File: config.mk
export PLATFORM = sky130hd
export DESIGN_NAME = pgs_scale
export DESIGN_NICKNAME = d
export VERILOG_FILES = /design/src/pgs_pkg.sv /design/src/pgs_scale.sv
export SDC_FILE = /design/constraint.sdc
export NUM_CORES = 2
export LEC_CHECK = 0
export BUFFER_PORTS_ARGS = -buffer_cell sky130_fd_sc_hd__clkbuf_2
export CELL_PAD_IN_SITES_DETAIL_PLACEMENT = 2
export CELL_PAD_IN_SITES_GLOBAL_PLACEMENT = 2
export CORE_MARGIN = 4
export CORE_UTILIZATION = 35
export CTS_BUF_LIST = sky130_fd_sc_hd__clkbuf_4 sky130_fd_sc_hd__clkbuf_8 sky130_fd_sc_hd__clkbuf_16
export CTS_CLUSTER_SIZE = 10
export DETAILED_ROUTE_END_ITERATION = 8
export PLACE_DENSITY = 0.84
export SYNTH_ARGS = -nofsm -noshare
export SYNTH_HDL_FRONTEND = slang
export SYNTH_SLANG_ARGS = --single-unit
File: constraint.sdc
create_clock -name clk -period 20 [get_ports clk]
set_input_delay 4 -clock clk [delete_from_list [all_inputs] [get_ports clk]]
set_output_delay 4 -clock clk [all_outputs]
set_load 0.01 [all_outputs]
File: src/pgs_pkg.sv
// Shared constants, types and stencil helper functions of the potential-gradient block.
// Used by every RTL module; depends on nothing.
package pgs_pkg;

  localparam int MaxDim  = 32;
  localparam int NumAxes = 3;
  localparam int AxisW   = 2;
  localparam int TapW    = 2;
  localparam int CoordW  = $clog2(MaxDim);
  localparam int SizeW   = $clog2(MaxDim + 1);
  localparam int AddrW   = NumAxes * CoordW;
  localparam int Depth   = MaxDim * MaxDim * MaxDim;
  localparam int WordW   = 32;
  localparam int HalfW   = WordW / 2;
  localparam int SumW    = WordW + 3;
  localparam int CfgIdxW = 2;

  localparam logic [SizeW-1:0] SizeMin   = SizeW'(3);
  localparam logic [SizeW-1:0] SizeMax   = SizeW'(MaxDim);
  localparam logic [WordW-1:0] ScaleOne  = WordW'(1) << HalfW;

  // Configuration register indexes.
  localparam logic [CfgIdxW-1:0] REG_SIZE_X     = 2'd0;
  localparam logic [CfgIdxW-1:0] REG_SIZE_Y     = 2'd1;
  localparam logic [CfgIdxW-1:0] REG_SIZE_Z     = 2'd2;
  localparam logic [CfgIdxW-1:0] REG_INV_TWO_DX = 2'd3;

  // Request types.
  localparam logic REQ_LOAD  = 1'b0;
  localparam logic REQ_QUERY = 1'b1;

  // Last axis index.
  localparam logic [AxisW-1:0] AXIS_LAST = AxisW'(NumAxes - 1);

  typedef enum logic [1:0] {
    MODE_LOW,
    MODE_HIGH,
    MODE_MID
  } axis_mode_t;

  typedef enum logic [2:0] {
    COEF_P1,
    COEF_M1,
    COEF_P3,
    COEF_M3,
    COEF_P4,
    COEF_M4
  } coef_t;

  typedef struct packed {
    logic [SizeW-1:0] size_x;
    logic [SizeW-1:0] size_y;
    logic [SizeW-1:0] size_z;
    logic [WordW-1:0] inv_two_dx;
  } cfg_t;

  typedef struct packed {
    logic             we;
    logic [AddrW-1:0] addr;
    logic [WordW-1:0] wdata;
  } mem_req_t;

  typedef struct packed {
    logic                   valid;
    logic [AxisW-1:0]       axis;
    logic signed [SumW-1:0] sum;
  } scale_req_t;

  typedef struct packed {
    logic                    valid;
    logic [AxisW-1:0]        axis;
    logic signed [WordW-1:0] value;
  } scale_res_t;

  typedef struct packed {
    logic signed [WordW-1:0] field_x;
    logic signed [WordW-1:0] field_y;
    logic signed [WordW-1:0] field_z;
    logic                    covered;
  } result_t;

  // Clamp a size register to the usable range.
  function automatic logic [SizeW-1:0] eff_size(input logic [SizeW-1:0] s);
    logic [SizeW-1:0] r;
    r = s;
    if (s < SizeMin) begin
      r = SizeMin;
    end else if (s > SizeMax) begin
      r = SizeMax;
    end
    return r;
  endfunction

  // Grid index along the working axis for one stencil tap.
  function automatic logic [CoordW-1:0] tap_coord(input axis_mode_t m,
                                                  input logic [TapW-1:0] tap,
                                                  input logic [CoordW-1:0] p,
                                                  input logic [SizeW-1:0] n);
    logic [SizeW-1:0] v;
    case (m)
      MODE_LOW:  v = SizeW'(tap);
      MODE_HIGH: v = n - SizeW'(3) + SizeW'(tap);
      MODE_MID:  v = SizeW'(p) + SizeW'({tap, 1'b0}) - SizeW'(1);
      default:   v = '0;
    endcase
    return v[CoordW-1:0];
  endfunction

  // Weight of one stencil tap.
  function automatic coef_t tap_coef(input axis_mode_t m, input logic [TapW-1:0] tap);
    coef_t c;
    c = COEF_P1;
    case (m)
      MODE_LOW: begin
        c = (tap == TapW'(0)) ? COEF_P3 : (tap == TapW'(1)) ? COEF_M4 : COEF_P1;
      end
      MODE_HIGH: begin
        c = (tap == TapW'(0)) ? COEF_M1 : (tap == TapW'(1)) ? COEF_P4 : COEF_M3;
      end
      MODE_MID: begin
        c = (tap == TapW'(0)) ? COEF_P1 : COEF_M1;
      end
      default: c = COEF_P1;
    endcase
    return c;
  endfunction

  function automatic logic tap_last(input axis_mode_t m, input logic [TapW-1:0] tap);
    return (m == MODE_MID) ? (tap == TapW'(1)) : (tap == TapW'(2));
  endfunction

  // Weighted sample, widened so that a full three-tap sum cannot overflow.
  function automatic logic signed [SumW-1:0] tap_term(input logic signed [WordW-1:0] d,
                                                      input coef_t c);
    logic signed [SumW-1:0] x;
    logic signed [SumW-1:0] r;
    x = {{(SumW - WordW){d[WordW-1]}}, d};
    case (c)
      COEF_P1: r = x;
      COEF_M1: r = -x;
      COEF_P3: r = (x <<< 1) + x;
      COEF_M3: r = -((x <<< 1) + x);
      COEF_P4: r = x <<< 2;
      COEF_M4: r = -(x <<< 2);
      default: r = '0;
    endcase
    return r;
  endfunction

endpackage

File: src/pgs_scale.sv
// Three-stage unit that scales a stencil sum by the Q16.16 reciprocal and saturates.
// Depends on pgs_pkg for the request and result types.
module pgs_scale (
  input  logic                      clk,
  input  logic                      rst,
  input  pgs_pkg::scale_req_t       req,
  input  logic [pgs_pkg::WordW-1:0] scale,
  output pgs_pkg::scale_res_t       res
);
  import pgs_pkg::*;

  localparam int ProdW = SumW + HalfW;
  localparam int QW    = ProdW + 1;
  localparam logic [QW-1:0] NegLim = QW'(1) << (WordW - 1);
  localparam logic [QW-1:0] PosLim = NegLim - QW'(1);

  logic             a_valid;
  logic [AxisW-1:0] a_axis;
  logic             a_neg;
  logic [SumW-1:0]  a_mag;

  logic             b_valid;
  logic [AxisW-1:0] b_axis;
  logic             b_neg;
  logic [ProdW-1:0] b_hi;
  logic [ProdW-1:0] b_lo;

  logic [QW-1:0]    q;
  logic [WordW-1:0] sat;

  // Sign and magnitude split.
  always_ff @(posedge clk) begin
    if (rst) begin
      a_valid <= 1'b0;
    end else begin
      a_valid <= req.valid;
    end
    a_axis <= req.axis;
    a_neg  <= req.sum[SumW-1];
    a_mag  <= req.sum[SumW-1] ? SumW'(-req.sum) : SumW'(req.sum);
  end

  // Two partial products against the integer and fraction halves.
  always_ff @(posedge clk) begin
    if (rst) begin
      b_valid <= 1'b0;
    end else begin
      b_valid <= a_valid;
    end
    b_axis <= a_axis;
    b_neg  <= a_neg;
    b_hi   <= ProdW'(a_mag) * ProdW'(scale[WordW-1:HalfW]);
    b_lo   <= ProdW'(a_mag) * ProdW'(scale[HalfW-1:0]);
  end

  always_comb begin
    q = QW'(b_hi) + QW'(b_lo >> HalfW);
    if (b_neg) begin
      if (q > NegLim) begin
        sat = NegLim[WordW-1:0];
      end else begin
        sat = '0 - q[WordW-1:0];
      end
    end else begin
      if (q > PosLim) begin
        sat = PosLim[WordW-1:0];
      end else begin
        sat = q[WordW-1:0];
      end
    end
  end

  always_ff @(posedge clk) begin
    if (rst) begin
      res.valid <= 1'b0;
    end else begin
      res.valid <= b_valid;
    end
    res.axis  <= b_axis;
    res.value <= sat;
  end

endmodule

# [Word-level counts from Yosys, hierarchy flattened]
# Index checks and enable logic that the tools add are counted.
[classes] addsub=3 n_mul=2 n_lt_le_gt_ge=2 muxes=4
[op_table] cell="35-bit by 16-bit multiplier with 51-bit output" count=2
[op_table] cell="32-bit two-way mux" count=3
[op_table] cell="51-bit by 35-bit adder with 52-bit output" count=1
[op_table] cell="52-bit by 31-bit > comparator with 1-bit output, second input constant" count=1
[op_table] cell="52-bit by 32-bit > comparator with 1-bit output, second input constant" count=1
[op_table] cell="35-bit negation" count=1
[op_table] cell="34-bit two-way mux" count=1
[op_table] cell="1-bit by 32-bit subtractor with 32-bit output, first input constant" count=1
[word_totals] regBits=180 inputBits=72 elab_cells=24

# [Logic depth before layout (Yosys ltp)]
[depth] depth_word=4 depth_mapped=28

# [Least setup slack after synthesis]
# No wires, ideal clock.
[synth_timing] path_kind="input-to-reg" startpoint="input port scale[1] (netlist bit)" endpoint="register b_lo[44]" t_arrival_ns=10.490 t_required_ns=19.928 setup_slack_ns=9.438 path_stages=25 path_cell_list="clkbuf_1 -> clkbuf_1 -> nand2_1 -> fa_1 -> fa_1 -> fa_1 -> inv_1 -> fa_1 -> fa_1 -> inv_1 -> fa_1 -> inv_1 -> ha_1 -> a21o_1 -> a21o_1 -> a211o_1 -> a41oi_1 -> a211oi_1 -> o311ai_0 -> a21oi_1 -> o31ai_1 -> nor2b_1 -> o21ai_0 -> a21oi_1 -> xnor2_1"
[synth_between] elab_chain_cells=1
[synth_rtl] element="start, declared" line_no="pgs_scale.sv:7" source="input logic [pgs_pkg::WordW-1:0] scale,"
[synth_rtl] element="35-bit by 16-bit multiplier with 51-bit output" line_no="pgs_scale.sv:53" source="b_lo <= ProdW'(a_mag) * ProdW'(scale[HalfW-1:0]);"
[synth_rtl] element="end signal, assigned" line_no="pgs_scale.sv:53"
[synth_rtl] element="end, declared" line_no="pgs_scale.sv:26" source="logic [ProdW-1:0] b_lo;"
# No other way between the ends.
# A chain may end at the register's enable or synchronous reset.

# [Worst setup path in the final report]
# Same ends and word-level chain as after synthesis.

==> results.json <==
{
  "status": "finished clean",
  "initial_core_util": 0.3540,
  "synth_area_mm2": 0.04203,
  "yosys.area_share.simple": 0.1810,
  "overflow": 0,
  "cts_resized": 0,
  "cp_cell_sequence": "clkbuf_2 -> nand2_1 -> fa_1 -> fa_1 -> fa_1 -> inv_1 -> fa_1 -> fa_1 -> inv_1 -> fa_1 -> inv_1 -> ha_1 -> a21o_1 -> a21o_1 -> a21oi_1 -> nor3b_1 -> a211oi_1 -> o311ai_0 -> a21oi_1 -> o31ai_1 -> nor2b_1 -> o21ai_0 -> a21oi_1 -> xnor2_1",
  "required_ns": 20.46,
  "finClkSkew_ns": 0.03251,
  "post-dp-hpwl_mm": 126.8,
  "start_kind": "input pin",
  "yosys-mux-area-fraction": 0.001965,
  "place.gp.congestion": 0.8242,
  "slew_headroom": 0.1933,
  "cts_tree": "done",
  "max_freq_ghz": 0.08088,
  "yosysMostFrequentCell": "inv_1",
  "synth_ff_type": "dfxtp_1",
  "routed_wirelength_mm": 163.9,
  "post-route-util": 0.3752,
  "antenna_found_initial": 7,
  "drc": 0,
  "ys_warn_count": 0,
  "met1_length_mm": 62.51,
  "crit_fanout": 35,
  "min_period_ns": 12.36,
  "syn_avg_cell_area_um2": 8.829,
  "grt_usage": 0.2630,
  "ant_nets": 0,
  "syn_inst": 4760,
  "pin_count": 107,
  "drive_gt1_frac": 0.04740,
  "synth_cell_types": 83,
  "cts_buffers": 17,
  "wl_per_cell_um": 26.07,
  "tightest_slew_ns": 1.210,
  "postCtsHoldBufs": 0,
  "dr.pass1.iters": 5,
  "vias_per_cell": 5.414,
  "grt_max_degree": 39,
  "ctsHtreeMaxLevel": 4,
  "setup_viol": 0,
  "async_flop_share": 0,
  "worstHoldPathType": "reg2reg",
  "top_layer": "met5",
  "syn_nets": 6033,
  "grt_pass1_vias": 41886,
  "nets": 5945,
  "crit_type": "in2reg",
  "crit_slowest_cell": "o311ai_0",
  "synth.top_cell.area_share": 0.4382,
  "seq_area_frac_synth": 0.07812,
  "die-area_mm2": 0.1257,
  "fin_hold_ws_ns": 0.3305,
  "min_period_over_period": 0.6182,
  "grt_pass1_wl_mm": 253.0,
  "rsz0062_at_grt": "false",
  "synth_edf_count": 0,
  "hold_viol": 0,
  "coreArea_mm2": 0.1187,
  "fin_setup_tns_ns": 0,
  "synth.top_cells.by_count": "inv_1 (971), fa_1 (920), nand2_1 (755)",
  "synth_xor_area_frac": 0.03001,
  "synth_area_leaders": "fa_1 (44%), inv_1 (8.7%), ha_1 (8.4%)",
  "met3_wirelength_mm": 9.183,
  "die_h_um": 354.5,
  "cts_setup_buffers": 0,
  "drv_slew": 0,
  "via_count": 34033,
  "synth_top_family_by_area": "adder cells",
  "crit_top_cell": "fa_1",
  "clk_latency_ns": 0.54,
  "cts_sinks": 164,
  "synth_compound_area_frac": 0.07559,
  "die-width_um": 354.5,
  "max_cap_violations": 0,
  "first_iter_violations": 2076,
  "wl_met2_mm": 83.59,
  "fill_cells": 13194,
  "multi_input_area_mm2": 0.03406,
  "critPathMaxStageDelay_ns": 0.84,
  "max-clock-path-buffers": 2,
  "synth_fa_ha_area_frac": 0.5219,
  "critPathArrivalTime_ns": 12.83,
  "setup.worst_path.end_class": "flop",
  "io_buffers": 106,
  "regArea_mm2": 0.003294,
  "rows": 126,
  "area_delta_synth_final_pct": 5.966,
  "cts.clk_slew.worst_paths_ns": 0.08,
  "worst_slack_ns": 7.637,
  "yosys_register_bits": 164,
  "ctsRootBufferMaster": "clkbuf_16",
  "post-place-ws_ns": 7.309,
  "yosysTopAreaCell": "fa_1"
}
-- cells in the final DEF, fill, tap and decap left out, drive strengths merged, types with 15 or more instances in the layout --
master  netlist  final
inv         971    977
fa          920    920
nand2       755    755
and2        473    473
ha          281    281
dfxtp       164    164
a21oi       124    124
clkbuf      253    124
xnor2       100    100
o21ai        78     78
nor2         76     76
a21o         72     72
buf          12     52
xor2         44     44
nor3         44     44
nand3        34     34
and3         33     33
nand4        30     30
o21a         27     27
a211oi       21     21
or3          19     19
a31oi        19     19
nor2b        18     18
o21bai       15     15
-- layer usage --
layer / GRT usage / vias up
li1: - / 14169
met1: 0.3095 / 18193
met2: 0.4701 / 1213
met3: 0.03946 / 456
met4: 0.1242 / 2
met5: 0 / -
-- path summary, 6_finish.rpt --
check | endpoint | slack, ns | startpoint | depth (start not counted)
setup / recovery | b_lo[44] | 7.64 | scale[1] | 24
hold / removal | res[32] | 0.33 | b_axis[0] | 0
setup reg to reg | b_lo[44] | 10.89 | a_mag[9] | 23
hold reg to reg | res[32] | 0.33 | b_axis[0] | 0
-- stage by stage --
stage          std cells  instance area [um2]
6_report            6286                44540
5_1_grt             6284                44530
4_1_cts             6284                44530
3_5_place_dp        6253                43930
3_3_place_gp        6253                43930
2_1_floorplan       4760                42030
-- critical path, delay by kind of cell --
family | cells | cell delay [ns]
AO/OA/AOI/OAI | 9 | 3.19
XOR/XNOR | 1 | 0.13
adder cells (fa/ha/maj) | 7 | 3.51
buffers and inverters | 4 | 1.00
AND/OR/NAND/NOR | 3 | 0.98
-- kinds of logic after synthesis --
family                     after synthesis
xor gates and xnor gates               144
AOI/OAI and AO/OA                      461
buffers and inverters                 1237
muxes                                    8
adders and majority gates             1201
and+or+nand+nor                       1545
DFF                                    164
-- final cells by class --
class / count / area share
diodes: 2 / 0.0001124
clock buffers: 18 / 0.009721
clock inverters: 13 / 0.003793
inverters: 972 / 0.08192
multi-input cells: 3359 / 0.7648
flip-flops and latches: 164 / 0.07397
well taps: 1600 / 0.04495
repair buffers: 158 / 0.02068
-- sequential cells by signal, summed over array words and instances, names as in the netlist --
| register | flops |
|---|---|
| b_valid | 1 |
| a_valid | 1 |
| a_mag | 35 |
| a_axis | 2 |
| b_neg | 1 |
| b_hi | 51 |
| a_neg | 1 |
| b_axis | 2 |
| res | 35 |
| b_lo | 35 |
Power is left out: the tool's default activity adds up to more than one toggle a clock period on the data nets, which glitch-free logic cannot reach.
